--- src/hdl/nev_pkg.sv ---
// ============================================================================
// Neville interpolator package
// Shared types, codes and saturation helpers for the interpolator core.
// ============================================================================
package nev_pkg;

    localparam int DATA_W = 32;
    localparam int CFG_W  = 4;

    localparam logic signed [DATA_W-1:0] S32_MAX = 32'sh7FFF_FFFF;
    localparam logic signed [DATA_W-1:0] S32_MIN = 32'sh8000_0000;

    typedef enum logic [1:0] {
        STAT_OK        = 2'd0,
        STAT_NOT_READY = 2'd1,
        STAT_DUP       = 2'd2
    } t_status;

    typedef enum logic [3:0] {
        S_IDLE,
        S_NEAR,
        S_Y0,
        S_HO,
        S_HP,
        S_DEN,
        S_DIV,
        S_MUL1,
        S_MUL2,
        S_MUL3,
        S_COL,
        S_DONE
    } t_state;

    typedef enum logic [3:0] {
        OP_NOP,
        OP_STORE,
        OP_QUERY,
        OP_NEAR,
        OP_Y0,
        OP_HO,
        OP_HP,
        OP_DEN,
        OP_MUL1,
        OP_MUL2,
        OP_MUL3,
        OP_COL,
        OP_OUT_OK,
        OP_OUT_NR
    } t_dp_op;

    typedef struct packed {
        t_dp_op op;
        logic   col_upper;
    } t_dp_cmd;

    typedef struct packed {
        logic closer;
        logic div_done;
    } t_dp_stat;

    // Saturate a 33-bit signed value to 32 bits.
    function automatic logic signed [DATA_W-1:0] sat33(input logic signed [DATA_W:0] v);
        logic signed [DATA_W-1:0] r;
        if (v[DATA_W] != v[DATA_W-1]) begin
            r = v[DATA_W] ? S32_MIN : S32_MAX;
        end else begin
            r = v[DATA_W-1:0];
        end
        return r;
    endfunction

    // Saturate a 64-bit signed value to 32 bits.
    function automatic logic signed [DATA_W-1:0] sat64(input logic signed [63:0] v);
        logic signed [DATA_W-1:0] r;
        if (v > 64'sh0000_0000_7FFF_FFFF) begin
            r = S32_MAX;
        end else if (v < 64'shFFFF_FFFF_8000_0000) begin
            r = S32_MIN;
        end else begin
            r = v[DATA_W-1:0];
        end
        return r;
    endfunction

endpackage

--- src/hdl/nev_ctrl.sv ---
// ============================================================================
// Neville interpolator controller
// Sequences the nearest-point search and the tableau columns, holds the
// configuration register, the point count and the result handshake.
// ============================================================================
module nev_ctrl
    import nev_pkg::*;
#(
    parameter int MAX_POINTS = 8,
    parameter int IDX_W      = $clog2(MAX_POINTS)
) (
    input  logic             i_clk,
    input  logic             i_rst_n,
    input  logic             i_cfg_we,
    input  logic [CFG_W-1:0] i_cfg_wdata,
    input  logic             i_in_valid,
    input  logic             i_in_action,
    output logic             o_in_ready,
    output logic             o_out_valid,
    input  logic             i_out_ready,
    input  t_dp_stat         i_stat,
    output t_dp_cmd          o_cmd,
    output logic [IDX_W-1:0] o_a,
    output logic [IDX_W-1:0] o_b
);

    localparam int CNT_W = $clog2(MAX_POINTS + 1);

    t_state           r_state, n_state;
    logic [CFG_W-1:0] r_pu;
    logic [CNT_W-1:0] r_loaded, n_loaded;
    logic [CNT_W-1:0] r_n, n_n;
    logic [IDX_W-1:0] r_i, n_i, r_m, n_m, r_s, n_s, r_near, n_near;
    logic             r_nr, n_nr;
    logic             r_out_valid;

    logic             accept;
    logic [CNT_W-1:0] n_clamp;
    logic [CNT_W-1:0] i_plus1, n_minus_m;
    logic             col_upper;
    logic             out_free;
    logic             out_load;

    assign accept   = i_in_valid && o_in_ready;
    assign out_free = !r_out_valid || i_out_ready;

    always_comb begin
        if (r_pu < CFG_W'(2)) begin
            n_clamp = CNT_W'(2);
        end else if (int'(r_pu) > MAX_POINTS) begin
            n_clamp = CNT_W'(MAX_POINTS);
        end else begin
            n_clamp = CNT_W'(r_pu);
        end
    end

    assign i_plus1   = CNT_W'(r_i) + 1'b1;
    assign n_minus_m = r_n - CNT_W'(r_m);
    assign col_upper = ((CNT_W+1)'(r_s) << 1) < (CNT_W+1)'(n_minus_m) || r_s == '0;

    // Next state and loop counters.
    always_comb begin
        n_state  = r_state;
        n_loaded = r_loaded;
        n_n      = r_n;
        n_i      = r_i;
        n_m      = r_m;
        n_s      = r_s;
        n_near   = r_near;
        n_nr     = r_nr;
        case (r_state)
            S_IDLE: begin
                if (accept) begin
                    if (!i_in_action) begin
                        if (r_loaded < CNT_W'(MAX_POINTS)) begin
                            n_loaded = r_loaded + 1'b1;
                        end
                    end else begin
                        n_n = n_clamp;
                        n_i = '0;
                        if (r_loaded < n_clamp) begin
                            n_nr    = 1'b1;
                            n_state = S_DONE;
                        end else begin
                            n_nr    = 1'b0;
                            n_state = S_NEAR;
                        end
                    end
                end
            end
            S_NEAR: begin
                if (r_i == '0 || i_stat.closer) begin
                    n_near = r_i;
                end
                if (i_plus1 == r_n) begin
                    n_state = S_Y0;
                end else begin
                    n_i = IDX_W'(i_plus1);
                end
            end
            S_Y0: begin
                n_s     = r_near;
                n_m     = IDX_W'(1);
                n_i     = '0;
                n_state = S_HO;
            end
            S_HO:   n_state = S_HP;
            S_HP:   n_state = S_DEN;
            S_DEN:  n_state = S_DIV;
            S_DIV: begin
                if (i_stat.div_done) begin
                    n_state = S_MUL1;
                end
            end
            S_MUL1: n_state = S_MUL2;
            S_MUL2: n_state = S_MUL3;
            S_MUL3: begin
                if (i_plus1 < n_minus_m) begin
                    n_i     = IDX_W'(i_plus1);
                    n_state = S_HO;
                end else begin
                    n_state = S_COL;
                end
            end
            S_COL: begin
                if (!col_upper) begin
                    n_s = r_s - 1'b1;
                end
                if (CNT_W'(r_m) + 1'b1 < r_n) begin
                    n_m     = r_m + 1'b1;
                    n_i     = '0;
                    n_state = S_HO;
                end else begin
                    n_state = S_DONE;
                end
            end
            S_DONE: begin
                if (out_free) begin
                    n_state = S_IDLE;
                end
            end
            default: n_state = S_IDLE;
        endcase
    end

    // Datapath commands, indexes and handshake outputs.
    always_comb begin
        o_cmd.op        = OP_NOP;
        o_cmd.col_upper = col_upper;
        o_a             = r_i;
        o_b             = IDX_W'(i_plus1);
        o_in_ready      = 1'b0;
        out_load        = 1'b0;
        case (r_state)
            S_IDLE: begin
                o_in_ready = 1'b1;
                o_a        = r_loaded[IDX_W-1:0];
                if (accept) begin
                    if (!i_in_action) begin
                        if (r_loaded < CNT_W'(MAX_POINTS)) begin
                            o_cmd.op = OP_STORE;
                        end
                    end else begin
                        o_cmd.op = OP_QUERY;
                    end
                end
            end
            S_NEAR: o_cmd.op = OP_NEAR;
            S_Y0: begin
                o_cmd.op = OP_Y0;
                o_a      = r_near;
            end
            S_HO:   o_cmd.op = OP_HO;
            S_HP: begin
                o_cmd.op = OP_HP;
                o_a      = r_i + r_m;
            end
            S_DEN:  o_cmd.op = OP_DEN;
            S_DIV:  o_cmd.op = OP_NOP;
            S_MUL1: o_cmd.op = OP_MUL1;
            S_MUL2: o_cmd.op = OP_MUL2;
            S_MUL3: o_cmd.op = OP_MUL3;
            S_COL: begin
                o_cmd.op = OP_COL;
                o_a      = (r_s == '0) ? '0 : r_s - 1'b1;
                o_b      = r_s;
            end
            S_DONE: begin
                if (out_free) begin
                    out_load = 1'b1;
                    o_cmd.op = r_nr ? OP_OUT_NR : OP_OUT_OK;
                end
            end
            default: o_cmd.op = OP_NOP;
        endcase
    end

    always_ff @(posedge i_clk) begin
        if (!i_rst_n) begin
            r_state     <= S_IDLE;
            r_pu        <= CFG_W'(4);
            r_loaded    <= '0;
            r_out_valid <= 1'b0;
            r_nr        <= 1'b0;
        end else begin
            r_state  <= n_state;
            r_loaded <= n_loaded;
            r_nr     <= n_nr;
            if (i_cfg_we) begin
                r_pu <= i_cfg_wdata;
            end
            if (out_load) begin
                r_out_valid <= 1'b1;
            end else if (i_out_ready) begin
                r_out_valid <= 1'b0;
            end
        end
    end

    always_ff @(posedge i_clk) begin
        r_n    <= n_n;
        r_i    <= n_i;
        r_m    <= n_m;
        r_s    <= n_s;
        r_near <= n_near;
    end

    assign o_out_valid = r_out_valid;

`ifndef SYNTHESIS
    a_loaded_bound: assert property (@(posedge i_clk) disable iff (!i_rst_n)
        r_loaded <= CNT_W'(MAX_POINTS))
        else $error("point count beyond store depth");

    a_col_in_range: assert property (@(posedge i_clk) disable iff (!i_rst_n)
        r_state == S_COL |-> (CNT_W'(r_m) < r_n && CNT_W'(r_s) < r_n))
        else $error("tableau column or path index out of range");

    a_den_to_div: assert property (@(posedge i_clk) disable iff (!i_rst_n)
        r_state == S_DEN |=> r_state == S_DIV)
        else $error("divider start not followed by wait");

    a_result_held: assert property (@(posedge i_clk) disable iff (!i_rst_n)
        r_out_valid && !i_out_ready |=> r_out_valid)
        else $error("pending result dropped while stalled");
`endif

endmodule

--- config.mk ---
export PLATFORM = sky130hd
export DESIGN_NAME = nev_ctrl
export DESIGN_NICKNAME = d
export VERILOG_FILES = /design/src/hdl/nev_pkg.sv /design/src/hdl/nev_ctrl.sv
export SDC_FILE = /design/constraint.sdc
export NUM_CORES = 1
export LEC_CHECK = 0
export BUFFER_PORTS_ARGS = -buffer_cell sky130_fd_sc_hd__buf_4
export CORE_MARGIN = 2
export CORE_UTILIZATION = 45
export DETAILED_ROUTE_END_ITERATION = 6
export GPL_TIMING_DRIVEN = 0
export PLACE_DENSITY_LB_ADDON = 0.1
export SYNTH_ARGS = -nofsm -noshare
export SYNTH_HDL_FRONTEND = slang
export SYNTH_SLANG_ARGS = --single-unit
--- constraint.sdc ---
create_clock -name i_clk -period 2.7 [get_ports i_clk]
set_input_delay 0.27 -clock i_clk [delete_from_list [all_inputs] [get_ports i_clk]]
set_output_delay 0.27 -clock i_clk [all_outputs]
set_load 0.1 [all_outputs]
Yosys cells after proc, flatten, opt, wreduce, memory -nomap -nowiden
Cells that the tools add are included.
- bits in registers: 30
- bits of input ports: 12
- output and inout port bits: 13
- word-level logic and storage cells: 100
- add/subtract/negate cells: 7
- magnitude comparators: 7
- equality and inequality tests: 21
- multiplexer cells: 36
- bitwise gates (word level): 1
- reductions and logical operators: 18
- operators by type and width (operator ; number):
    $mux 4 ; 13
    $pmux 4 s12 ; 1
    $pmux 4 s11 ; 1
    $mux 3 ; 9
    $ne 2x2->1 const B ; 9
    $eq 4x3->1 const B ; 4
    $eq 4x4->1 const B ; 4
    $lt 4x4->1 ; 4
    $pmux 3 s5 ; 1
    $pmux 3 s2 ; 2
    $pmux 3 s4 ; 1
    $add 3x1->4 const B ; 2
    $eq 4x2->1 const B ; 2
    $mux 1 ; 8
    $logic_not 3->1 ; 2
    $reduce_and 2->1 ; 3
    $reduce_and 6->1 ; 1
    $reduce_and 5->1 ; 1
    $reduce_bool 5->1 ; 1
    $add 4x1->4 const B ; 1
    $eq 4x1->1 const B ; 1
    $eq 4x4->1 ; 1
    $gt 4x4->1 const B ; 1
    $logic_not 4->1 ; 1
    other kinds (13) ; 16

Longest topological paths before layout
Gate-level depths: netlist of the first run.
- depth in word-level cells: 8
- depth in mapped cells: 11
- depth with buffers taken out: 11

Worst setup path after synthesis of the first run
OpenSTA, ideal clock, no wires.
- path type: register to output
- from: register r_state[0]
- to: output port o_a[0]
- data arrival time: 3145 ps
- required time: 2430 ps
- path slack: -715 ps
- stages on the path, launching flop included: 5
- buffers on the path: 1
- cells stage by stage: dfxtp_1 > buf_2 > nor2_2 > nand3_1 > o31ai_1
- word-level cells in the longest chain between the ends: 2
- elaborated cells on any way between the ends: 5
- classes of those cells: eq/ne (3); mux (1); reduce/logical (1)
- ends and longest elaborated chain (element ; line ; source):
    start, declared ; nev_ctrl.sv:29 ; t_state r_state, n_state;
    start signal, assigned ; nev_ctrl.sv:206 ; r_state <= n_state;
    $eq 4x4->1 (tied with other cells) ; nev_ctrl.sv:154 ; case (r_state)
    $pmux 3 s4 (*) ; nev_ctrl.sv:154 ;
    end, declared ; nev_ctrl.sv:23 ; output logic [IDX_W-1:0] o_a,
Mark *: on every way between the ends. The rest lies on a longest branch, timed or not.

Worst setup path in the final report of the first run
- from: register r_n[0]
- to: register r_i[2] (enable)
- word-level cells in the longest chain between the ends: 4
- elaborated cells on any way between the ends: 8
- classes of those cells: add/sub (1); order compare (2); eq/ne (4); reduce/logical (1)
- ends and longest elaborated chain (element ; line ; source):
    start, declared ; nev_ctrl.sv:32 ; logic [CNT_W-1:0] r_n, n_n;
    start signal, assigned ; nev_ctrl.sv:221 ; r_n <= n_n;
    $sub 4x3->4 ; nev_ctrl.sv:58 ; assign n_minus_m = r_n - CNT_W'(r_m);
    $lt 4x4->1 ; nev_ctrl.sv:118 ; if (i_plus1 < n_minus_m) begin
    $ne 2x2->1 (no source line) ; n/a ;
    $reduce_and 6->1 (no source line) (*) ; n/a ;
    end signal, assigned ; nev_ctrl.sv:222 ; r_i <= n_i;
    end, declared ; nev_ctrl.sv:33 ; logic [IDX_W-1:0] r_i, n_i, r_m, n_m, r_s, n_s, r_near, n_near;
Marks and branches as above.
A chain may end at the register's enable or synchronous reset.

==> metrics.txt, run 1 <==
vias in the first global route=1774; DRC Markers=0; Worst Path Required=2.65 ns; row cnt=25; layout cells sized above 1=22.52%; area of all sequential standard cells=760.7 um2; gr usage total=21.49%; TritonRoute pass-1 iters=4; crit end category=flop; crit path DAT=2.84 ns; Post-Route WL=5721 um; Area Overhead vs Synth=21.55%; Hold Path Class=input pin to flop; TritonCTS clock tree=done; clock period minus worst slack=2.890 ns; Fillers=469; fin area=0.002774 mm2; fin cells=369; die height=75.22 um; failing checks=negative setup slack; hold_buf cts=0; Vias=2037; Post-Syn Nets=299; die area=0.005657 mm2; ys flop type=edfxtp_1; pre-CTS WS=-0.2176 ns; clock tree buffer depth=2; Slew HR=58.77%; Seq/Total Area, Yosys=33.33%; Avg Inst Size Synth=8.645 um2; final worst setup slack=-0.1902 ns; nets@finish=336; Area contributors post-synth=edfxtp_1 (21%), dfxtp_1 (12%), ha_1 (12%); gp weighted congestion=0.9110; Die W=75.22 um; post-DR wirelength/cell=15.50 um; largest fanout on the critical path=3; maxcap violations=0; # clock sinks=30; first-pass GRT wire length=8859 um; htree depth=2; DR vias/cell=5.520; Ys Warns=0; cell total after placement=354; port bufs=23; antenna cells=0; fin crit share=107.0%; Num CTS Buffers=5; Post-DRT Antenna Nets=0; Mapped Cells=264; Critical Path Start Type=flop; setup violators final=5; grt ovf=0; area of the multi-input gates=0.001433 mm2; Post-synth EDFFs=16; top-count cell post-synth=a21oi_1; CTS clk-pin slew, worst paths=0.07 ns; Slew Viols, Final=0; hpwl dp=4285 um; area post-placement=0.002579 mm2; WS Path Type=flop to flop; Least-Margin Pin Slew=0.6133 ns; clk_lat worst skew=0.29 ns; Hold WS=0.1956 ns; status=complete, but fails checks; CTS root buffer=clkbuf_8; Setup Skew=0.006614 ns; Initial DRC Count=117; Ports=25; Post-synth top cells=a21oi_1 (25), nand2_1 (22), ha_1 (21); Initial Util=47.38%; Async S/R FF share, synth=0%; Post-Syn Area=0.002282 mm2; post-synth top area cell=edfxtp_1; Final Hold Vio Count=0; largest net degree at the start of global routing=11; Unique masters post-synth=55; initial antenna violation count=0; #FFs+latches synth=30; area fraction of the dominant cell type after synthesis=21.05%; RSZ-0062 raised after global routing=true; area of the core=0.004817 mm2; Max Freq=0.3460 GHz
## cells in the final DEF (no fill, tap or decap), types with 9 or more instances in the layout
cell type	instances
a21oi_1	21
buf_4	30
dfxtp_1	14
edfxtp_1	16
ha_1	19
inv_1	19
nand2_1	22
nor2_1	17
nor2b_1	9
xnor2_1	9
## cell type report
cell class	count	share of cell area (%)
sequential	30	27.42
timing repair buffer	30	8.705
buffer	15	2.797
inverter	23	3.112
clock buffer	7	3.112
tap	67	3.022
multi-input combinational	196	51.65
clock inverter	1	0.1804
## timing repair
action | in CTS | in global routing
gates resized for setup | 3 | 8
setup endpoints to repair | 8 | 7
setup buffers | 3 | 4
pin swaps | 3 | 5
## through the flow
step                      TNS, ns  util [%]
after floorplan            -1.554         -
after global placement    -0.5910     53.53
after detailed placement  -0.8266     53.53
after CTS                 -0.7987     56.13
after global routing       -1.367     57.58
final                     -0.8463     57.58
## path summary, 6_finish.rpt
kind                                startpoint  endpoint  slack [ns]  depth (start not counted)
worst max-delay path                    r_n[0]    r_i[2]       -0.19                         10
worst min-delay path            i_cfg_wdata[2]   r_pu[2]        0.20                          3
worst max register to register          r_n[0]    r_i[2]       -0.19                         10
worst min register to register         r_pu[0]   r_pu[0]        0.53                          2
## metal layers
layer	vias to the layer above	part of all wire, %	GRT usage [%]
li1	1005	-	-
met1	966	45	28.93
met2	57	48	34.80
met3	9	4.5	4.016
met4	0	1.7	7.407
met5	-	0	0
## worst max-delay path, cell delays in order (launching register included)
cell and delay (ns):
edfxtp_1 0.39, inv_1 0.08, ha_2 0.17, inv_2 0.04, fa_1 0.49, inv_2 0.05
ha_1 0.27, a21o_1 0.18, maj3_2 0.33, a21o_1 0.19, a311oi_2 0.37
## kinds of logic (layout without fill, tap and decap cells)
kind of cell             count (synthesis)  in the layout  share of synthesized area (%)
XOR/XNOR                                13             13                          4.989
multiplexers                             7              7                          3.125
adder cells (fa/ha/maj)                 24             24                          13.76
AO/OA/AOI/OAI                           65             65                          17.98
buffers and inverters                   38             76                          7.181
flip-flops                              30             30                          33.33
AND/OR/NAND/NOR                         87             87                          19.63
## flip-flops by register name (all words and copies together), names as in the netlist
signal / flops
o_out_valid: 1
r_s: 3
r_nr: 1
r_near: 3
r_i: 3
r_pu: 4
r_m: 3
r_n: 4
r_state: 4
r_loaded: 4
Power of run 1 is not shown: default switching activity piles up to over one toggle a cycle in this logic, so the estimate is an artifact.
==> inputs of run 2 (changes only) <==
--- a/config.mk
+++ b/config.mk
@@ -5,12 +5,13 @@
 export SDC_FILE = /design/constraint.sdc
 export NUM_CORES = 1
 export LEC_CHECK = 0
-export BUFFER_PORTS_ARGS = -buffer_cell sky130_fd_sc_hd__buf_4
+export BUFFER_PORTS_ARGS = -buffer_cell sky130_fd_sc_hd__buf_2
 export CORE_MARGIN = 2
 export CORE_UTILIZATION = 45
 export DETAILED_ROUTE_END_ITERATION = 6
 export GPL_TIMING_DRIVEN = 0
 export PLACE_DENSITY_LB_ADDON = 0.1
+export REMOVE_ABC_BUFFERS = 1
 export SYNTH_ARGS = -nofsm -noshare
 export SYNTH_HDL_FRONTEND = slang
 export SYNTH_SLANG_ARGS = --single-unit
==> run 2 against run 1 <==
  * The run still ends with negative setup slack left
  * Die area stayed put
  * Hold slack better by 0.016 ns
  * Final cell count is 4.1% lower
  * Register-to-register slack better by 0.15 ns
  * Global-route usage is 0.064 points lower
  * Worst setup slack better by 0.15 ns
  * Sequential share of layout area is 1.7 points higher
  * Non-clock buffer count is 15 lower
  * Critical endpoint is now r_i[1]
==> metrics.txt, run 2 (synthesized netlist as in run 1, its figures left out) <==
Setup Skew=0.009282 ns; Max Freq=0.3645 GHz; vias in the first global route=1844; clock tree buffer depth=2; Initial Util=47.38%; post-DR wirelength/cell=15.12 um; htree depth=2; R2R cell count=10; Final Hold Vio Count=0; die height=75.22 um; Slew HR=56.67%; TritonRoute pass-1 iters=4; Vias=1924; WS Path Type=flop to flop; commonest non-fill, non-tap cell in the layout=a21oi_1; Die W=75.22 um; grt ovf=0; port bufs=24; worst setup path startpoint=r_n[0]; Least-Margin Pin Slew=0.6446 ns; Post-Route WL=5353 um; largest fanout on the critical path=3; layout cells sized above 1=20.21%; setup violators final=4; first-pass GRT wire length=9121 um; Worst Path Required=2.65 ns; Slew Viols, Final=0; maxcap violations=0; row cnt=25; status=complete, but fails checks; Ports=25; Hold Path Class=input pin to flop; antenna cells=0; Num CTS Buffers=5; RSZ-0062 raised after global routing=true; DR vias/cell=5.435; worst hold start=i_cfg_wdata[2]; clk_lat worst skew=0.28 ns; Cells on Worst Hold Path=3; Initial DRC Count=105; nets@finish=321; clock period minus worst slack=2.744 ns; CTS clk-pin slew, worst paths=0.06 ns; initial antenna violation count=0; crit end category=flop; Critical Path Start Type=flop; gp weighted congestion=0.8150; TritonCTS clock tree=done; area post-placement=0.002409 mm2; crit path DAT=2.70 ns; Post-DRT Antenna Nets=0; area of the core=0.004817 mm2; failing checks=negative setup slack; reg-to-reg startpoint=r_n[0]; hold_buf cts=0; CTS root buffer=clkbuf_8; final worst setup slack=-0.04365 ns; hpwl dp=3984 um; Area Overhead vs Synth=15.02%; pre-CTS WS=-0.4049 ns; # clock sinks=30; largest net degree at the start of global routing=25; DRC Markers=0; fin crit share=101.6%; fin area=0.002625 mm2; gr usage total=21.43%; die area=0.005657 mm2; most frequent cells in the layout=a21oi_1 (23), nand2_1 (22), buf_2 (21)
==> run 2: layout make-up <==
type	instances	area (um2)
repair buffers	30	185.2
inverters	23	86.33
multi-input cells	196	1413
fillers	479	2192
flip-flops and latches	30	765.7
clock inverters	1	5.005
clock buffers	7	86.33
well taps	67	83.83
==> run 2: routing by layer <==
metal  wire length, um  track usage, %  vias up
met3               215           3.882        7
li1                  -               -      975
met2              2515           35.48       54
met4                63           5.263        0
met1              2559           29.11      888
met5                 0               0        -
==> run 2: path summary, 6_finish.rpt <==
check	endpoint	slack [ns]
setup / recovery	r_i[1]	-0.04
hold / removal	r_pu[2]	0.21
setup reg to reg	r_i[1]	-0.04
hold reg to reg	r_near[0]	0.50
==> run 2: critical path: stages (launching register included) <==
cell      delay (ns)
edfxtp_1        0.40
inv_1           0.08
ha_2            0.16
inv_2           0.04
fa_1            0.48
inv_2           0.05
ha_4            0.20
a21o_1          0.15
maj3_2          0.32
a21o_1          0.21
a311oi_4        0.33
==> run 2: timing repair <==
item	in CTS	in global routing
resized for setup	13	7
setup endpoints to repair	13	9
pin swaps	4	2
buffers inserted	6	0
==> run 2: through the flow <==
step | cells | hold WS, ns | setup TNS (ns) | util, %
after floorplan | 249 | 0.3319 | -6.835 | -
after global placement | 340 | 0.4986 | -1.633 | 50.00
after detailed placement | 340 | 0.4992 | -1.590 | 50.00
after CTS | 354 | 0.2011 | -0.5206 | 53.66
after global routing | 354 | 0.2149 | -0.8345 | 54.49
final | 354 | 0.2112 | -0.1406 | 54.49
Power of run 2 is left out for the same reason.
