$ cat config.mk
export PLATFORM = sky130hd
export DESIGN_NAME = nev_dp
export DESIGN_NICKNAME = d
export VERILOG_FILES = /design/src/hdl/nev_pkg.sv /design/src/hdl/nev_div.sv /design/src/hdl/nev_dp.sv
export SDC_FILE = /design/constraint.sdc
export NUM_CORES = 2
export LEC_CHECK = 0
export ABC_AREA = 1
export BUFFER_PORTS_ARGS = -buffer_cell sky130_fd_sc_hd__buf_2
export CAP_MARGIN = 10
export CORE_MARGIN = 4
export CORE_UTILIZATION = 50
export CTS_BUF_LIST = sky130_fd_sc_hd__clkbuf_2
export CTS_CLUSTER_DIAMETER = 100
export CTS_CLUSTER_SIZE = 25
export DETAILED_ROUTE_END_ITERATION = 10
export GPL_ROUTABILITY_DRIVEN = 0
export PLACE_DENSITY_LB_ADDON = 0.08
export SYNTH_ARGS = -nofsm -noshare
export SYNTH_HDL_FRONTEND = slang
export SYNTH_SLANG_ARGS = --single-unit
export TNS_END_PERCENT = 100
$ cat constraint.sdc
create_clock -name i_clk -period 18.8 [get_ports i_clk]
set_clock_uncertainty 0.1 [all_clocks]
set_input_delay 0.94 -clock i_clk [delete_from_list [all_inputs] [get_ports i_clk]]
set_output_delay 0.94 -clock i_clk [all_outputs]
set_load 0.02 [all_outputs]
$ cat src/hdl/nev_pkg.sv
// ============================================================================
// Neville interpolator package
// Shared types, codes and saturation helpers for the interpolator core.
// ============================================================================
package nev_pkg;

    localparam int DATA_W = 32;
    localparam int CFG_W  = 4;

    localparam logic signed [DATA_W-1:0] S32_MAX = 32'sh7FFF_FFFF;
    localparam logic signed [DATA_W-1:0] S32_MIN = 32'sh8000_0000;

    typedef enum logic [1:0] {
        STAT_OK        = 2'd0,
        STAT_NOT_READY = 2'd1,
        STAT_DUP       = 2'd2
    } t_status;

    typedef enum logic [3:0] {
        S_IDLE,
        S_NEAR,
        S_Y0,
        S_HO,
        S_HP,
        S_DEN,
        S_DIV,
        S_MUL1,
        S_MUL2,
        S_MUL3,
        S_COL,
        S_DONE
    } t_state;

    typedef enum logic [3:0] {
        OP_NOP,
        OP_STORE,
        OP_QUERY,
        OP_NEAR,
        OP_Y0,
        OP_HO,
        OP_HP,
        OP_DEN,
        OP_MUL1,
        OP_MUL2,
        OP_MUL3,
        OP_COL,
        OP_OUT_OK,
        OP_OUT_NR
    } t_dp_op;

    typedef struct packed {
        t_dp_op op;
        logic   col_upper;
    } t_dp_cmd;

    typedef struct packed {
        logic closer;
        logic div_done;
    } t_dp_stat;

    // Saturate a 33-bit signed value to 32 bits.
    function automatic logic signed [DATA_W-1:0] sat33(input logic signed [DATA_W:0] v);
        logic signed [DATA_W-1:0] r;
        if (v[DATA_W] != v[DATA_W-1]) begin
            r = v[DATA_W] ? S32_MIN : S32_MAX;
        end else begin
            r = v[DATA_W-1:0];
        end
        return r;
    endfunction

    // Saturate a 64-bit signed value to 32 bits.
    function automatic logic signed [DATA_W-1:0] sat64(input logic signed [63:0] v);
        logic signed [DATA_W-1:0] r;
        if (v > 64'sh0000_0000_7FFF_FFFF) begin
            r = S32_MAX;
        end else if (v < 64'shFFFF_FFFF_8000_0000) begin
            r = S32_MIN;
        end else begin
            r = v[DATA_W-1:0];
        end
        return r;
    endfunction

endpackage

$ cat src/hdl/nev_div.sv
// ============================================================================
// Neville interpolator divider
// Restoring divider for (num << FRAC_BITS) / den, one quotient bit a cycle,
// truncating toward zero and saturating to 32 bits.
// ============================================================================
module nev_div
    import nev_pkg::*;
#(
    parameter int FRAC_BITS = 16
) (
    input  logic                     i_clk,
    input  logic                     i_rst_n,
    input  logic                     i_start,
    input  logic signed [DATA_W-1:0] i_num,
    input  logic signed [DATA_W-1:0] i_den,
    output logic                     o_done,
    output logic signed [DATA_W-1:0] o_quo
);

    localparam int NUM_W = DATA_W + FRAC_BITS;
    localparam int CNT_W = $clog2(NUM_W + 1);
    localparam logic [NUM_W-1:0] MAG_NEG_LIM = NUM_W'(64'h8000_0000);
    localparam logic [NUM_W-1:0] MAG_POS_LIM = NUM_W'(64'h7FFF_FFFF);

    logic                     r_busy;
    logic                     r_fin;
    logic                     r_done;
    logic [CNT_W-1:0]         r_cnt;
    logic [NUM_W-1:0]         r_quo;
    logic [DATA_W-1:0]        r_rem;
    logic [DATA_W-1:0]        r_dmag;
    logic                     r_neg;
    logic signed [DATA_W-1:0] r_q;

    logic [DATA_W-1:0] num_mag;
    logic [DATA_W-1:0] den_mag;
    logic [DATA_W:0]   trial;
    logic              fits;

    assign num_mag = i_num[DATA_W-1] ? (~i_num + 1'b1) : i_num;
    assign den_mag = i_den[DATA_W-1] ? (~i_den + 1'b1) : i_den;
    assign trial   = {r_rem, r_quo[NUM_W-1]};
    assign fits    = trial >= {1'b0, r_dmag};

    always_ff @(posedge i_clk) begin
        if (!i_rst_n) begin
            r_busy <= 1'b0;
            r_fin  <= 1'b0;
            r_done <= 1'b0;
        end else begin
            r_done <= 1'b0;
            if (i_start) begin
                if (i_den == '0) begin
                    // Equal abscissas: saturate by the sign of the numerator.
                    if (i_num > 0) begin
                        r_q <= S32_MAX;
                    end else if (i_num < 0) begin
                        r_q <= S32_MIN;
                    end else begin
                        r_q <= '0;
                    end
                    r_done <= 1'b1;
                end else begin
                    r_busy <= 1'b1;
                    r_cnt  <= CNT_W'(NUM_W);
                    r_quo  <= {num_mag, {FRAC_BITS{1'b0}}};
                    r_rem  <= '0;
                    r_dmag <= den_mag;
                    r_neg  <= i_num[DATA_W-1] ^ i_den[DATA_W-1];
                end
            end else if (r_busy) begin
                r_rem <= fits ? DATA_W'(trial - {1'b0, r_dmag}) : trial[DATA_W-1:0];
                r_quo <= {r_quo[NUM_W-2:0], fits};
                r_cnt <= r_cnt - 1'b1;
                if (r_cnt == CNT_W'(1)) begin
                    r_busy <= 1'b0;
                    r_fin  <= 1'b1;
                end
            end else if (r_fin) begin
                r_fin  <= 1'b0;
                r_done <= 1'b1;
                if (r_neg) begin
                    r_q <= (r_quo > MAG_NEG_LIM) ? S32_MIN : -$signed(r_quo[DATA_W-1:0]);
                end else begin
                    r_q <= (r_quo > MAG_POS_LIM) ? S32_MAX : $signed(r_quo[DATA_W-1:0]);
                end
            end
        end
    end

    assign o_done = r_done;
    assign o_quo  = r_q;

endmodule

$ cat src/hdl/nev_dp.sv
// ============================================================================
// Neville interpolator datapath
// Point stores, correction tables, subtractors, divider, multiplier and the
// running estimate, steered by commands from the controller.
// ============================================================================
module nev_dp
    import nev_pkg::*;
#(
    parameter int MAX_POINTS = 8,
    parameter int FRAC_BITS  = 16,
    parameter int IDX_W      = $clog2(MAX_POINTS)
) (
    input  logic                     i_clk,
    input  logic                     i_rst_n,
    input  t_dp_cmd                  i_cmd,
    input  logic [IDX_W-1:0]         i_a,
    input  logic [IDX_W-1:0]         i_b,
    input  logic signed [DATA_W-1:0] i_x,
    input  logic signed [DATA_W-1:0] i_y,
    output t_dp_stat                 o_stat,
    output logic signed [DATA_W-1:0] o_estimate,
    output logic signed [DATA_W-1:0] o_error_estimate,
    output logic [1:0]               o_status
);

    logic signed [DATA_W-1:0] r_xs [MAX_POINTS];
    logic signed [DATA_W-1:0] r_ys [MAX_POINTS];
    logic signed [DATA_W-1:0] r_cu [MAX_POINTS];
    logic signed [DATA_W-1:0] r_dl [MAX_POINTS];

    logic signed [DATA_W-1:0] r_xq, r_ho, r_hp, r_w, r_y, r_dy;
    logic signed [63:0]       r_prod;
    logic [DATA_W:0]          r_best;
    logic                     r_dup;
    logic signed [DATA_W-1:0] r_est, r_err;
    t_status                  r_status;

    logic signed [DATA_W-1:0] x_rd, y_rd, c_rd, d_rd;
    logic signed [DATA_W:0]   gap_s;
    logic [DATA_W:0]          gap;
    logic signed [DATA_W-1:0] x_off, den, mul_a, mul_res, dy_sel, quo;
    logic signed [63:0]       prod_c, prod_sh;
    logic                     div_done;

    assign x_rd = r_xs[i_a];
    assign y_rd = r_ys[i_a];
    assign c_rd = r_cu[i_b];
    assign d_rd = r_dl[i_a];

    assign gap_s = {r_xq[DATA_W-1], r_xq} - {x_rd[DATA_W-1], x_rd};
    assign gap   = gap_s[DATA_W] ? (DATA_W+1)'(-gap_s) : gap_s;
    assign x_off = sat33({x_rd[DATA_W-1], x_rd} - {r_xq[DATA_W-1], r_xq});
    assign den   = sat33({r_ho[DATA_W-1], r_ho} - {r_hp[DATA_W-1], r_hp});

    nev_div #(
        .FRAC_BITS (FRAC_BITS)
    ) u_div (
        .i_clk   (i_clk),
        .i_rst_n (i_rst_n),
        .i_start (i_cmd.op == OP_DEN),
        .i_num   (r_w),
        .i_den   (den),
        .o_done  (div_done),
        .o_quo   (quo)
    );

    assign mul_a   = (i_cmd.op == OP_MUL2) ? r_ho : r_hp;
    assign prod_c  = mul_a * quo;
    assign prod_sh = r_prod >>> FRAC_BITS;
    assign mul_res = sat64(prod_sh);
    assign dy_sel  = i_cmd.col_upper ? c_rd : d_rd;

    always_ff @(posedge i_clk) begin
        if (!i_rst_n) begin
            r_dup <= 1'b0;
        end else begin
            case (i_cmd.op)
                OP_QUERY: r_dup <= 1'b0;
                OP_DEN:   if (den == '0) begin
                    r_dup <= 1'b1;
                end
                default:  ;
            endcase
        end
    end

    always_ff @(posedge i_clk) begin
        case (i_cmd.op)
            OP_STORE: begin
                r_xs[i_a] <= i_x;
                r_ys[i_a] <= i_y;
            end
            OP_QUERY: r_xq <= i_x;
            OP_NEAR: begin
                r_cu[i_a] <= y_rd;
                r_dl[i_a] <= y_rd;
                if (i_a == '0 || gap < r_best) begin
                    r_best <= gap;
                end
            end
            OP_Y0:    r_y <= y_rd;
            OP_HO: begin
                r_ho <= x_off;
                r_w  <= sat33({c_rd[DATA_W-1], c_rd} - {d_rd[DATA_W-1], d_rd});
            end
            OP_HP:    r_hp <= x_off;
            OP_MUL1:  r_prod <= prod_c;
            OP_MUL2: begin
                r_dl[i_a] <= mul_res;
                r_prod    <= prod_c;
            end
            OP_MUL3:  r_cu[i_a] <= mul_res;
            OP_COL: begin
                r_dy <= dy_sel;
                r_y  <= sat33({r_y[DATA_W-1], r_y} + {dy_sel[DATA_W-1], dy_sel});
            end
            OP_OUT_OK: begin
                r_est    <= r_y;
                r_err    <= r_dy;
                r_status <= r_dup ? STAT_DUP : STAT_OK;
            end
            OP_OUT_NR: begin
                r_est    <= '0;
                r_err    <= '0;
                r_status <= STAT_NOT_READY;
            end
            default: ;
        endcase
    end

    assign o_stat.closer   = gap < r_best;
    assign o_stat.div_done = div_done;

    assign o_estimate       = r_est;
    assign o_error_estimate = r_err;
    assign o_status         = r_status;

endmodule

After elaboration in Yosys (flattened, before gate mapping)

Memory sizes are Yosys's and may differ from the RTL's.
Index checks and enable logic that the tools add are counted.

Shifts and indexed selects: 0
Bitwise gates (word level): 7
Muxes and demuxes: 61
Reduce and logical (&&, ||, !) cells: 15
Multipliers: 1
Equal/unequal tests: 22
Div/mod/pow operators: 0
$add $sub $neg: 11
Order comparisons: 8

Operators by type and width:

| cell                                                                   | number |
|---|---|
| 32-bit 2-to-1 mux                                                      | 28 |
| 32-bit case mux with 2 select lines                                    | 3 |
| 48-bit 2-to-1 mux                                                      | 3 |
| 32-bit by 32-bit subtractor with 33-bit output                         | 4 |
| 48-bit by 32-bit > comparator with 1-bit output, second input constant | 2 |
| 32-bit by 1-bit adder with 32-bit output, second input constant        | 2 |
| 32-bit by 32-bit multiplier with 64-bit output                         | 1 |
| 32-bit inverter                                                        | 2 |
| 48-bit by 31-bit > comparator with 1-bit output, second input constant | 1 |
| 48-bit by 32-bit < comparator with 1-bit output, second input constant | 1 |
| 32-bit by 32-bit adder with 33-bit output                              | 1 |
| 33-bit by 32-bit >= comparator with 1-bit output                       | 1 |
| 33-bit < comparator                                                    | 1 |
| 33-bit 2-to-1 mux                                                      | 1 |
| 33-bit negator                                                         | 1 |
| 32-bit by 1-bit > comparator with 1-bit output, second input constant  | 1 |
| 32-bit zero test                                                       | 1 |
| 32-bit by 1-bit < comparator with 1-bit output, second input constant  | 1 |
| 32-bit negator                                                         | 1 |
| 32-bit subtractor                                                      | 1 |
| 31-bit 2-to-1 mux                                                      | 1 |
| 4-bit equality test, second input constant                             | 6 |
| 1-bit 2-to-1 mux                                                       | 19 |
| 6-bit 2-to-1 mux                                                       | 3 |
| other kinds (21)                                                       | 39 |

Input port bits: 77
Word-level logic and storage cells: 151
Bits in writable memories: 1024
Latch bits: 0
Bits in read-only memories: 0
Register bits after elaboration: 510
Memories: 4

Memories:

| name | words | width | rd ports | clocked after Yosys merged registers in | write ports | RTL line     | RTL |
|---|---|---|---|---|---|---|---|
| r_cu | 8     | 32    | 1        | 0                                       | 1           | nev_dp.sv:28 | `logic signed [DATA_W-1:0] r_cu [MAX_POINTS];` |
| r_dl | 8     | 32    | 1        | 0                                       | 1           | nev_dp.sv:29 | `logic signed [DATA_W-1:0] r_dl [MAX_POINTS];` |
| r_xs | 8     | 32    | 1        | 0                                       | 1           | nev_dp.sv:26 | `logic signed [DATA_W-1:0] r_xs [MAX_POINTS];` |
| r_ys | 8     | 32    | 1        | 0                                       | 1           | nev_dp.sv:27 | `logic signed [DATA_W-1:0] r_ys [MAX_POINTS];` |

Longest topological paths before layout

An unclocked memory read counts as a cell.

Word-level depth: 7
Gate-level depth with buffers: 39

Cells and area by module

A second synthesis with hierarchy kept.

Cells, all modules: 11250
Area, all modules: 109655.2 µm²

Modules (own cells, without submodules):

| module  | area each (µm²) | cells each | times used |
|---|---|---|---|
| nev_dp  | 97452.2         | 9495       | 1 |
| nev_div | 12203.0         | 1755       | 1 |

Least setup slack after synthesis

OpenSTA, ideal clock, no wires.

Path type: input port to flip-flop
Start point: in i_cmd[1] (netlist bit)
End point: reg r_prod[62] (data pin)
Data required time: 18.442 ns
Stages: 30
Arrival: 8.601 ns
Path slack: 9.841 ns
Path buffers: 3
Cell sequence: inv_1 -> nor2_1 -> nand2_2 -> buf_2 -> clkbuf_1 -> o21ai_1 -> clkbuf_1 -> nor2_1 -> fa_1 -> fa_1 -> fa_1 -> fa_1 -> inv_1 -> fa_1 -> inv_1 -> fa_1 -> inv_1 -> fa_1 -> inv_1 -> fa_1 -> ha_1 -> nand2_1 -> nor2_1 -> nand2_1 -> nor3b_1 -> nand2_1 -> o2111ai_1 -> a31oi_1 -> nand2_1 -> xor2_1

Cells in the longest elaborated chain, start to end: 3

Ends and longest elaborated chain:

| element                                        | RTL line      | RTL |
|---|---|---|
| from (decl)                                    | nev_dp.sv:15  | `input t_dp_cmd i_cmd,` |
| 4-bit equality test                            | nev_dp.sv:67  | `assign mul_a = (i_cmd.op == OP_MUL2) ? r_ho : r_hp;` |
| 32-bit 2-to-1 mux                              | nev_dp.sv:67  |  |
| 32-bit by 32-bit multiplier with 64-bit output | nev_dp.sv:68  | `assign prod_c = mul_a * quo;` |
| net prod_c[62]                                 | nev_dp.sv:42  | `logic signed [63:0] prod_c, prod_sh;` |
| to (signal assigned)                           | nev_dp.sv:107 | `OP_MUL1: r_prod <= prod_c;` |
| to (signal assigned)                           | nev_dp.sv:110 | `r_prod <= prod_c;` |
| to (decl)                                      | nev_dp.sv:32  | `logic signed [63:0] r_prod;` |

The timed path passes the listed nets, and every way through them passes these cells.
A chain may end at the register's enable or synchronous reset.

Final worst setup path

Start point: reg u_div.r_q[6], in the netlist u_div.o_quo[6]
End point: reg r_prod[63] (data pin)

Cells in the longest elaborated chain, start to end: 1

Ends and longest elaborated chain:

| element                                        | RTL line      | RTL |
|---|---|---|
| from (decl)                                    | nev_div.sv:33 | `logic signed [DATA_W-1:0] r_q;` |
| from (signal assigned)                         | nev_div.sv:83 | `r_q <= (r_quo > MAG_NEG_LIM) ? S32_MIN : -$signed(r_quo[DATA_W-1:0]);` |
| from (signal assigned)                         | nev_div.sv:85 | `r_q <= (r_quo > MAG_POS_LIM) ? S32_MAX : $signed(r_quo[DATA_W-1:0]);` |
| 32-bit by 32-bit multiplier with 64-bit output | nev_dp.sv:68  |  |
| net prod_c[63]                                 | nev_dp.sv:42  |  |

The timed path passes the listed nets, and every way through them passes these cells.

==> qor.csv <==
stage,metric,value,unit
floorplan,cell row count,170,
detailed_routing,initial DRC count,8973,
synthesis,Post-Syn Instances,10874,
cts,CTS tree,built,
finish,"commonest non-fill, non-tap cells in the layout","nand2_1, inv_1, edfxtp_1, nor2_1, fa_1",
placement,Port Buffers,144,
grt,GRT Total Usage,0.3087,
worst_hold_path,Min-Delay Path Class,in -> reg,
cts,CTS Root Cell,clkbuf_2,
cts,Post-CTS Resized,0,
setup_path,startpoint class of the critical path,flip-flop,
synthesis,library cells used by synthesis,65,
detailed_routing,Vias,80085,
timing,Slew headroom,0.1755,
timing,final worst-path cycle share,0.5171,
cts,CTS buffer count,79,
floorplan,Die H,472.5,µm
setup_path,crit path max fanout,17,
detailed_routing,uppermost layer routed,met5,
detailed_routing,Final ANT Viol Nets,0,
detailed_routing,post-DR vias/cell,5.779,
timing,Worst Max-Slew Pin Slew,1234,ps
detailed_routing,WL met2,154100,µm
placement,post-DP HPWL,250200,µm
cts,Worst-path clk slew,430,ps
synthesis,Syn Nets,12450,
synthesis,synthesized flop and latch total,1518,
synthesis,synthesized area per cell,9.923,µm²
detailed_routing,drt total wl,344800,µm
grt,largest net degree at the start of global routing,98,
synthesis,"EDFF count, synth",1514,
finish,fin cells,13858,
synthesis,"top cells by area, synth","edfxtp_1, fa_1, nand2_1",
floorplan,initial core utilization,0.5027,
synthesis,Yosys top cell by area,edfxtp_1,
timing,final-report hold violation count,0,
synthesis,Synth Flop Type,edfxtp_1,
finish,share of layout cells above drive strength 1,0.05054,
setup_path,Critical Path RT,20190,ps
detailed_routing,drt drc,0,
floorplan,die area,0.2233,mm²
timing,Final setup viols,0,
grt,GRT overflow,0,
synthesis,synthesis warning total,0,
finish,"most common cell after layout, fill and taps aside",nand2_1,
detailed_routing,met3 WL,32410,µm
synthesis,Yosys top cell area share,0.4214,
floorplan,CORE AREA,0.2146,mm²
timing,"Slew Viols, Final",0,
grt,initial antenna violation count,28,
cts,clk buf depth,3,
cts,Post-CTS Setup Bufs,0,
timing,Tmin final,9722,ps
placement,Cells after DPL,13580,
timing,RSZ-0062 raised after global routing,no,
cts,clk sink count,1518,
setup_path,critical path class,reg -> reg,
detailed_routing,WL/cell,24.88,µm
floorplan,# IOs,145,
cts,CTS H-tree lvls,3,
setup_path,FF-to-FF path depth,25,
detailed_routing,drt pass-1 iters,6,
floorplan,Die Width,472.5,µm
cts,Worst-Skew Late Latency,1830,ps
setup_path,Worst Setup End Kind,flip-flop,
grt,number of global-route vias before repair,80022,
synthesis,Async SR Flop Fraction,0,
synthesis,mapped cell area,0.1079,mm²
detailed_routing,metal1 wirelength,142500,µm
setup_path,"Arr. time, crit path",11110,ps
timing,fmax,102.9,MHz
worst_hold_path,worst hold path cell count,5,
finish,Util after Layout,0.5329,
timing,setup TNS,0,ps
grt,first-pass GRT wire length,515600,µm
synthesis,register area share after synthesis,0.4221,
job,number of max-cap violations,0,
status,outcome,"complete, no violations",
cts,CTS Hold Bufs,151,
finish,P&R area growth vs syn,6.002,%
finish,final net count,12551,
[area by class of cell]
type,instances,area (µm²)
fill,19370,100200
multi-input combinational,7117,54290
sequential,1518,45540
inverter,1817,6824
tap,2838,3551
timing repair buffer,442,3383
clock buffer,84,420.4
clock inverter,24,319.1
antenna,18,45.04
[kinds of logic (layout without fill, tap and decap cells)]
| family | Yosys count | after routing | share of synthesized area |
|---|---|---|---|
| xor gates and xnor gates | 290 | 290 | 0.02361 |
| adders and majority gates | 1499 | 1499 | 0.2495 |
| AOI/OAI and AO/OA | 1545 | 1545 | 0.08541 |
| buffers and inverters | 2239 | 2367 | 0.07882 |
| other | 0 | 18 | 0 |
| and+or+nand+nor | 3783 | 3783 | 0.1406 |
| DFF | 1518 | 1518 | 0.4221 |
[per-stage QoR]
stage | setup slack, ps | area (µm²) | hold slack (ps)
finish | 9078 | 114400 | 329.6
global route | 8583 | 114400 | 142.7
CTS | 9090 | 114300 | 84.40
detailed placement | 8210 | 112100 | 360.3
global placement | 8175 | 112100 | 350.8
floorplan | 9841 | 107900 | 335.2
[registers in the layout, summed over array words and instances (netlist names), 2 cells and up]
signal,cells
r_ho,32
o_estimate,32
r_xs,256
u_div.r_quo,48
r_dl,256
o_status,2
o_error_estimate,32
r_xq,32
r_best,33
u_div.o_quo,32
r_ys,256
r_dy,32
u_div.r_cnt,6
r_w,32
r_hp,32
r_prod,48
u_div.r_rem,32
u_div.r_dmag,32
r_cu,256
r_y,32
[worst max-delay path, stage by stage, from the launching register on]
cell,delay [ps]
edfxtp_1,420
buf_4,290
clkinv_1,960
nor2_1,490
fa_1,460
inv_1,240
fa_1,470
inv_1,250
fa_1,510
fa_1,880
inv_1,420
fa_1,600
inv_1,70
fa_1,550
inv_1,50
fa_1,470
inv_1,50
fa_1,460
ha_1,380
nand2_1,110
nor2_1,280
nand2_1,120
nor4_1,400
nand3_1,200
nand3b_1,140
nand2_1,50
[metal layers]
metal  vias to the layer above  track usage
met3                       703      0.05638
met5                         -            0
met1                     40099       0.4373
met4                        20       0.1162
met2                      3848       0.4771
li1                      35415            -
[worst paths after layout]
kind                        from     endpoint  slack, ps
setup / recovery  u_div.o_quo[6]   r_prod[63]       9080
hold / removal           i_rst_n  u_div.r_neg        330
setup reg to reg  u_div.o_quo[6]   r_prod[63]       9080
hold reg to reg      u_div.r_fin  u_div.r_fin        380
[cells in the mapped netlist (52+ instances only)]
cell         n
ha_1       412
clkbuf_1   323
inv_1     1778
xnor2_1     90
a22oi_1     77
a22o_1     119
nand4_1    133
edfxtp_1  1514
a221oi_1   103
nor3_1      69
nand2_1   1988
fa_1      1087
o21ai_0    567
a21oi_1    416
nor2_1    1302
o21ai_1     56
buf_2       52
nand3_1    197
xor2_1     199
Power is left out: the tool's default activity adds up to more than one toggle a clock period on the data nets, which glitch-free logic cannot reach.
